File: src/sv/lidar_gap_follower_defines.svh
// Assertion macros of the lidar gap follower, used by lgf_ctrl
`ifndef LIDAR_GAP_FOLLOWER_DEFINES_SVH
`define LIDAR_GAP_FOLLOWER_DEFINES_SVH

// Same-cycle implication, sampled on clk, off while rst_n is low
`define LGF_ASSERT_NOW(label, ante, cons, msg) \
  label: assert property (@(posedge clk) disable iff (!rst_n) (ante) |-> (cons)) \
    else $error(msg);

// Next-cycle implication, sampled on clk, off while rst_n is low
`define LGF_ASSERT_NEXT(label, ante, cons, msg) \
  label: assert property (@(posedge clk) disable iff (!rst_n) (ante) |=> (cons)) \
    else $error(msg);

`endif

File: src/sv/lgf_pkg.sv
// Shared types and constants of the lidar gap follower
`default_nettype none
package lgf_pkg;
  typedef logic [15:0]        range_t;
  typedef logic [9:0]         cidx_t;
  typedef logic [10:0]        gidx_t;
  typedef logic signed [11:0] head_t;
  typedef logic [9:0]         kstart_t;
  typedef logic [10:0]        kcount_t;

  // register indexes of the configuration port
  localparam logic [2:0] REG_MAX_RANGE = 3'd0;
  localparam logic [2:0] REG_BUBBLE    = 3'd1;
  localparam logic [2:0] REG_MIN_GAP   = 3'd2;
  localparam logic [2:0] REG_KSTART    = 3'd3;
  localparam logic [2:0] REG_KCOUNT    = 3'd4;

  localparam range_t  RST_MAX_RANGE = 16'd30000;
  localparam range_t  RST_BUBBLE    = 16'd450;
  localparam range_t  RST_MIN_GAP   = 16'd500;
  localparam kstart_t RST_KSTART    = 10'd0;
  localparam kcount_t RST_KCOUNT    = 11'd1024;

  localparam logic [10:0] SAMPLE_CTR_MAX = 11'd2047;

  // scan passes
  localparam logic [1:0] PASS_SMOOTH = 2'd0;
  localparam logic [1:0] PASS_BUBBLE = 2'd1;
  localparam logic [1:0] PASS_GAP    = 2'd2;

  typedef struct packed {
    logic       load;
    logic       init;
    logic       rd;
    logic [1:0] pass;
    logic       emit;
  } cmd_t;

  typedef struct packed {
    logic last_acc;
    logic too_few;
    logic out_free;
  } status_t;
endpackage
`default_nettype wire

File: src/sv/lgf_ctrl.sv
// Sequencer of load, smoothing, bubble and gap passes
`default_nettype none
`include "lidar_gap_follower_defines.svh"
module lgf_ctrl #(
  parameter int MAX_POINTS  = 1024,
  parameter int WINDOW_HALF = 5
) (
  input  wire logic                          clk,
  input  wire logic                          rst_n,
  input  wire lgf_pkg::status_t              status,
  input  wire logic [$clog2(MAX_POINTS+1)-1:0] kept_n,
  output lgf_pkg::cmd_t                      cmd,
  output logic [$clog2(MAX_POINTS)-1:0]      rd_addr
);
  localparam int AW = $clog2(MAX_POINTS);
  localparam int CW = $clog2(MAX_POINTS + 1);
  localparam int TW = 2 * WINDOW_HALF;

  localparam logic [2:0] S_LOAD  = 3'd0;
  localparam logic [2:0] S_CHECK = 3'd1;
  localparam logic [2:0] S_PASS  = 3'd2;
  localparam logic [2:0] S_DRAIN = 3'd3;
  localparam logic [2:0] S_EMIT  = 3'd4;

  localparam logic [1:0] DRAIN_LAST = 2'd2;

  logic [2:0]    state_r, state_nxt;
  logic [CW-1:0] idx_r, idx_nxt;
  logic [1:0]    drn_r, drn_nxt;
  logic [1:0]    pass_r, pass_nxt;
  logic [CW-1:0] len;

  assign len     = (pass_r == lgf_pkg::PASS_SMOOTH) ? kept_n : kept_n - CW'(TW);
  assign rd_addr = idx_r[AW-1:0];

  always_comb begin
    state_nxt = state_r;
    idx_nxt   = idx_r;
    drn_nxt   = drn_r;
    pass_nxt  = pass_r;
    cmd       = '0;
    cmd.pass  = pass_r;
    unique case (state_r)
      S_LOAD: begin
        cmd.load = 1'b1;
        if (status.last_acc) begin
          state_nxt = S_CHECK;
        end
      end
      S_CHECK: begin
        cmd.init = 1'b1;
        idx_nxt  = '0;
        pass_nxt = lgf_pkg::PASS_SMOOTH;
        state_nxt = status.too_few ? S_EMIT : S_PASS;
      end
      S_PASS: begin
        cmd.rd  = 1'b1;
        idx_nxt = idx_r + 1'b1;
        if (idx_r == len - 1'b1) begin
          state_nxt = S_DRAIN;
          drn_nxt   = '0;
        end
      end
      S_DRAIN: begin
        drn_nxt = drn_r + 1'b1;
        if (drn_r == DRAIN_LAST) begin
          idx_nxt = '0;
          unique case (pass_r)
            lgf_pkg::PASS_SMOOTH: begin
              pass_nxt  = lgf_pkg::PASS_BUBBLE;
              state_nxt = S_PASS;
            end
            lgf_pkg::PASS_BUBBLE: begin
              pass_nxt  = lgf_pkg::PASS_GAP;
              state_nxt = S_PASS;
            end
            default: begin
              state_nxt = S_EMIT;
            end
          endcase
        end
      end
      S_EMIT: begin
        if (status.out_free) begin
          cmd.emit  = 1'b1;
          state_nxt = S_LOAD;
        end
      end
      default: begin
        state_nxt = S_LOAD;
      end
    endcase
  end

  always_ff @(posedge clk) begin
    if (!rst_n) begin
      state_r <= S_LOAD;
      idx_r   <= '0;
      drn_r   <= '0;
      pass_r  <= lgf_pkg::PASS_SMOOTH;
    end else begin
      state_r <= state_nxt;
      idx_r   <= idx_nxt;
      drn_r   <= drn_nxt;
      pass_r  <= pass_nxt;
    end
  end

  `LGF_ASSERT_NOW(a_no_read_in_load, cmd.load, !cmd.rd, "read issued while loading")
  `LGF_ASSERT_NOW(a_emit_when_free, cmd.emit, status.out_free, "emit into busy output")
  `LGF_ASSERT_NEXT(a_emit_then_load, cmd.emit, cmd.load, "no return to load after emit")
  `LGF_ASSERT_NOW(a_read_in_scan, cmd.rd, {1'b0, rd_addr} < (AW+1)'(kept_n),
                  "read beyond kept samples")
endmodule
`default_nettype wire

File: config.mk
export PLATFORM = sky130hd
export DESIGN_NAME = lgf_ctrl
export DESIGN_NICKNAME = d
export VERILOG_FILES = /design/src/sv/lgf_pkg.sv /design/src/sv/lgf_ctrl.sv
export VERILOG_INCLUDE_DIRS = /design/src /design/src/sv
export SDC_FILE = /design/constraint.sdc
export NUM_CORES = 1
export LEC_CHECK = 0
export BUFFER_PORTS_ARGS = -buffer_cell sky130_fd_sc_hd__buf_2
export CAP_MARGIN = 20
export CORE_UTILIZATION = 50
export DETAILED_ROUTE_END_ITERATION = 10
export PLACE_DENSITY = 0.76
export SLEW_MARGIN = 40
export SYNTH_ARGS = -nofsm -noshare
export SYNTH_HDL_FRONTEND = slang
export SYNTH_SLANG_ARGS = --single-unit
File: constraint.sdc
create_clock -name clk -period 3 [get_ports clk]
set_clock_uncertainty 0.2 [all_clocks]
set_input_delay 0.15 -clock clk [delete_from_list [all_inputs] [get_ports clk]]
set_output_delay 0.15 -clock clk [all_outputs]
set_load 0.05 [all_outputs]
# After elaboration in Yosys (flattened, before gate mapping)
# Cells that the tools add are included.
[totals]
regBits = 18
latch_bits = 0
ram_bits = 0
rom_bits = 0
in_bits = 16
out_inout_bits = 16
wordCells = 50
memories = 0
[op_classes]
n_addsub = 4
mul = 0
div = 0
order_cmp = 0
n_eq_ne = 12
shifts = 0
muxes = 20
bitwise_logic = 0
reduce_logical = 10
[op_table]
columns = ["cell", "count"]
rows = [
  ["11-bit one-hot mux with 3 select lines", 1],
  ["11-bit 2-to-1 mux", 2],
  ["3-bit 2-to-1 mux", 6],
  ["3-bit one-hot mux with 5 select lines", 1],
  ["2-bit one-hot mux with 2 select lines", 3],
  ["11-bit by 1-bit adder with 11-bit output (second input constant)", 1],
  ["11-bit equality test", 1],
  ["11-bit by 1-bit subtractor with 11-bit output (second input constant)", 1],
  ["11-bit by 4-bit subtractor with 11-bit output (second input constant)", 1],
  ["2-bit != test (second input constant)", 4],
  ["3-bit by 2-bit equality test with 1-bit output (second input constant)", 2],
  ["1-bit 2-to-1 mux", 5],
  ["2-bit 2-to-1 mux", 2],
  ["2-bit AND reduction", 2],
  ["4-bit AND reduction", 1],
  ["2-bit nonzero test", 2],
  ["3-bit by 1-bit equality test with 1-bit output (second input constant)", 1],
  ["3-bit equality test (second input constant)", 1],
  ["3-bit zero test", 1],
  ["3-bit != test (second input constant)", 1],
  ["3-bit AND reduction", 1],
  ["3-bit nonzero test", 1],
  ["2-bit by 1-bit adder with 2-bit output (second input constant)", 1],
  ["2-bit by 1-bit equality test with 1-bit output (second input constant)", 1],
  ["other kinds (3)", 3],
]

# Depth between registers and ports, before layout
[logic_depth]
depth_word = 6
mapped_depth = 12
depth_no_buf = 11

# Worst setup path before layout
# Ideal clock, no wire load.
[synth_timing]
path_kind = "register to register"
start = "register pass_r[1]"
end = "register state_r[0]"
setup_time_ns = 0.122
arrival_time_ns = 3.141
required_ns = 2.678
path_slack_ns = -0.463
stages_incl_launch_ff = 13
path_buffers = 1
period_less_slack_ns = 3.463
cell_sequence = "dfxtp_1 -> buf_2 -> nor2_1 -> xnor2_1 -> ha_1 -> or4b_4 -> o32ai_4 -> nand4_2 -> o21bai_4 -> xnor2_1 -> o22ai_1 -> o221a_1 -> o311a_1"
[synth_via]
elab_chain_len = 6
[synth_lines]
columns = ["item", "line", "source"]
rows = [
  ["start, declared", "lgf_ctrl.sv:30", "logic [1:0] pass_r, pass_nxt;"],
  ["start signal, assigned", "lgf_ctrl.sv:100", "pass_r <= lgf_pkg::PASS_SMOOTH;"],
  ["start signal, assigned", "lgf_ctrl.sv:105", "pass_r <= pass_nxt;"],
  ["2-bit zero test", "lgf_ctrl.sv:33", "assign len = (pass_r == lgf_pkg::PASS_SMOOTH) ? kept_n : kept_n - CW'(TW);"],
  ["11-bit 2-to-1 mux", "lgf_ctrl.sv:33", ""],
  ["11-bit by 1-bit subtractor with 11-bit output", "lgf_ctrl.sv:59", "if (idx_r == len - 1'b1) begin"],
  ["11-bit equality test", "lgf_ctrl.sv:59", ""],
  ["2-bit != test (no line)", "--", ""],
  ["4-bit AND reduction (no line)", "--", ""],
  ["end signal, assigned", "lgf_ctrl.sv:102", "state_r <= state_nxt;"],
  ["end, declared", "lgf_ctrl.sv:27", "logic [2:0] state_r, state_nxt;"],
]
# Every way passes these cells.
# A chain may end at the register's enable or synchronous reset.

# Final worst setup path
[layout_timing]
start = "register pass_r[0]"
end = "register state_r[0]"
# Same word-level chain as after synthesis.

==> impl_metrics.csv <==
group,metric,value,unit
grt,grt_max_degree,15,
drt,firstDrtPassIters,4,
setup_path,cp_data_required_time,3.00,ns
floorplanning,die_h,59.17,µm
cts,numCtsBuffers,3,
sta,fmax,0.3422,GHz
synthesis,synth_enable_flop_cells,0,
cts,cts_tree,"built",
hold_path,hp-class,"in -> reg",
synthesis,synth_xor_xnor_area_share,17.15,%
synthesis,synth.distinct_cells,53,
setup_path,cp-start-kind,"register",
placement,io_buffer_count,31,
cells_and_area,area_growth,13.78,%
hold_path,hold_start,"status[1]",
cts,cts_buffer_depth,2,
sta,finalCriticalPeriod,2.922,ns
setup_path,r2r_end,"state_r[0]",
synthesis,netlist_area,0.001634,mm²
grt,globalRouteTotalUtil,21.82,%
cells_and_area,layout-drive-gt1-share,24.78,%
sta,slew_violations,0,
setup_path,r2r_start,"pass_r[0]",
placement,gp_routability_congestion,0.8030,
synthesis,synth_mux_area_share,1.838,%
grt,grt_overflow,0,
cts,cts_max_level,1,
synthesis,postSynth.asyncResetShare,0,%
floorplanning,die-area,0.003501,mm²
drt,vias,1498,
sta,relSlewSlack,55.66,%
synthesis,synth-seq-area-share,22.05,%
sta,final-setup-viol-count,0,
cells_and_area,fin_nets,251,
drt,wirelength,3433,µm
placement,dp_hpwl,2621,µm
hold_path,hold-path-cell-count,5,
drt,first_iter_violations,74,
synthesis,synth_nets,225,
cells_and_area,stdcell_count,274,
grt,grt_pass1_wl,5927,µm
setup_path,cp-endpoint,"state_r[0]",
drt,vias_per_cell,5.467,
floorplanning,start_util,53.09,%
power,p_per_area,373.3,mW/mm²
placement,placed_cells,267,
synthesis,synth_compound_area_share,19.22,%
sta,finalHoldViolations,0,
cts,cts_sinks,18,
grt,antenna_found_initial,0,
setup_path,worstPathArrival,2.92,ns
floorplanning,core_area,0.003078,mm²
flow_run,cap_violations,0,
sta,min_period_over_period,97.40,%
synthesis,synthSimpleGateAreaFrac,27.79,%
sta,rsz0062_at_grt,"true",
setup_path,cp_max_fo,3,
cells_and_area,finish.utilization,60.41,%
cells_and_area,n_antenna_cell,0,
setup_path,r2r_slack,0.08,ns
sta,setup_slack,0.07802,ns
cts,clk_pin_slew,0.11,ns
power,power_leakage,0.7565,nW
cts,worstSkewPairLatency,0.29,ns
setup_path,endpoint_kind,"register",
synthesis,yosys_warnings,0,
run_status,status,"finished, final reports clean",
drt,antenna_left,0,
drt,drc,0,
synthesis,synthesis.instances,205,
power,ir_drop,0.2619,mV
setup_path,startpoint,"pass_r[0]",
sta,tightest_slew,0.6606,ns
floorplanning,rows,20,
synthesis,synth_fa_ha_area_share,3.063,%
floorplanning,ios,32,
synthesis,synth_top_family_by_area,"simple AND/OR/NAND/NOR gates",
grt,grt_pass1_vias,1349,
sta,tns,0,ns
drt,wire_per_inst,12.53,µm
synthesis,ys.flop_type,"dfxtp_1",
setup_path,crit_type,"reg -> reg",
synthesis,syn_avg_cell_area,7.971,µm²
floorplanning,die_w,59.17,µm
setup_path,worst-r2r-cell-count,11,
placement,post-place-ws,0.07688,ns
synthesis,ys_seq_elements,18,
cts,root_buffer,"clkbuf_4",
cells_and_area,fillerInstances,285,
[registers in the layout, indices dropped and copies added (netlist names)]
name     cells
pass_r       2
drn_r        2
state_r      3
idx_r       11
[stage by stage]
| step | cell area (µm²) | hold WS (ns) | total power, mW |
|---|---|---|---|
| after floorplan | 1658 | 0.1136 | 0.4843 |
| after global placement | 1780 | 0.3002 | 0.5435 |
| after detailed placement | 1780 | 0.3038 | 0.5450 |
| after CTS | 1837 | 0.1473 | 0.6949 |
| after global routing | 1859 | 0.1863 | 0.7363 |
| final | 1859 | 0.1550 | 0.6940 |
[worst max-delay path, stage by stage (launching register included)]
cell      delay, ns
dfxtp_4        0.37
nor2_4         0.13
xnor2_2        0.12
ha_2           0.21
or4b_4         0.48
o32ai_4        0.13
nand4_2        0.14
o21bai_4       0.22
mux2i_1        0.17
o22ai_1        0.10
o221a_1        0.28
o311a_1        0.29
[layout by cell type, fill, tap and decap left out, types with 2 or more instances in the layout]
master,n
nand3_1,9
buf_2,31
dfxtp_4,2
xnor2_1,19
nor3_1,7
xnor2_2,2
clkbuf_4,3
o21ai_1,2
o21bai_1,2
or3_1,2
nor3b_1,5
mux2i_1,3
nor4_1,3
dfxtp_1,16
or2_2,2
o22ai_1,2
nand4_1,3
o21ai_0,5
xor2_1,11
nand2_1,12
a31oi_1,5
nand2b_1,3
dlygate4sd3_1,2
ha_1,3
o211a_1,2
inv_1,9
nand3b_1,3
a21oi_1,4
and3_1,3
nor2_1,21
nor2b_1,3
buf_4,5
[worst min-delay path by stage]
stage               slack, ns         end
floorplan                0.11    drn_r[0]
global placement         0.30  state_r[0]
detailed placement       0.30  state_r[0]
CTS                      0.15  state_r[1]
global route             0.19  state_r[2]
finish                   0.15  state_r[1]
[cell type report]
class | instances | area [µm²] | area share, %
repair buffers | 38 | 212.7 | 11.44
multi-input cells | 161 | 1154 | 62.05
inverters | 9 | 33.78 | 1.817
clock buffers | 4 | 36.28 | 1.952
well taps | 44 | 55.05 | 2.961
flip-flops and latches | 18 | 367.9 | 19.78
[cells by family (layout without fill, tap and decap cells)]
kind of cell,count (synthesis),in the layout
adders and majority gates,4,4
buffers and inverters,26,51
AOI/OAI and AO/OA,38,38
xor gates and xnor gates,32,32
and+or+nand+nor,84,84
DFF,18,18
muxes,3,3
[synth_stat cells, drive strengths merged, types with 2 or more instances]
| cell type | instances | area, µm² |
|---|---|---|
| o22ai | 2 | 12.51 |
| or2 | 2 | 12.51 |
| mux2i | 3 | 30.03 |
| nand3 | 10 | 55.05 |
| nor3b | 5 | 37.54 |
| nor2b | 3 | 18.77 |
| buf | 13 | 96.34 |
| a21boi | 2 | 18.77 |
| xnor2 | 21 | 183.9 |
| nor4 | 3 | 18.77 |
| o211a | 2 | 20.02 |
| nor2 | 22 | 82.58 |
| nand4 | 4 | 31.28 |
| nand2b | 3 | 18.77 |
| clkbuf | 4 | 15.01 |
| and3 | 3 | 18.77 |
| o21bai | 3 | 33.78 |
| a21oi | 5 | 28.78 |
| inv | 9 | 33.78 |
| xor2 | 11 | 96.34 |
| dfxtp | 18 | 360.4 |
| o32ai | 2 | 36.29 |
| a31oi | 5 | 31.28 |
| nand3b | 3 | 22.52 |
| a211oi | 2 | 27.53 |
| ha | 4 | 50.05 |
| or3 | 2 | 12.51 |
| nand2 | 12 | 45.04 |
| o21ai | 7 | 35.03 |
| nor3 | 7 | 35.03 |
[layer usage]
| metal | track usage (%) | part of all wire [%] | vias to the layer above |
|---|---|---|---|
| met5 | 0 | 0 | - |
| met4 | 6.803 | 0.61 | 0 |
| met3 | 2.838 | 3.2 | 2 |
| met2 | 34.90 | 46 | 37 |
| met1 | 30.43 | 50 | 692 |
| li1 | - | - | 767 |
[report_power, final]
part	switching, mW	internal [mW]	total [mW]
clock network	0.0739	0.0739	0.148
registers	0.0215	0.252	0.273
logic	0.176	0.0968	0.273
total	0.272	0.422	0.694
[what timing repair did]
| item | CTS | global route |
|---|---|---|
| setup endpoints to repair | 0 | 3 |
| hold buffers | 2 | 0 |
| gates resized for setup | 0 | 2 |
| endpoints found under the hold margin | 4 | 0 |
| setup buffers | 0 | 1 |
No activity file was read; power rests on OpenSTA's default activity.
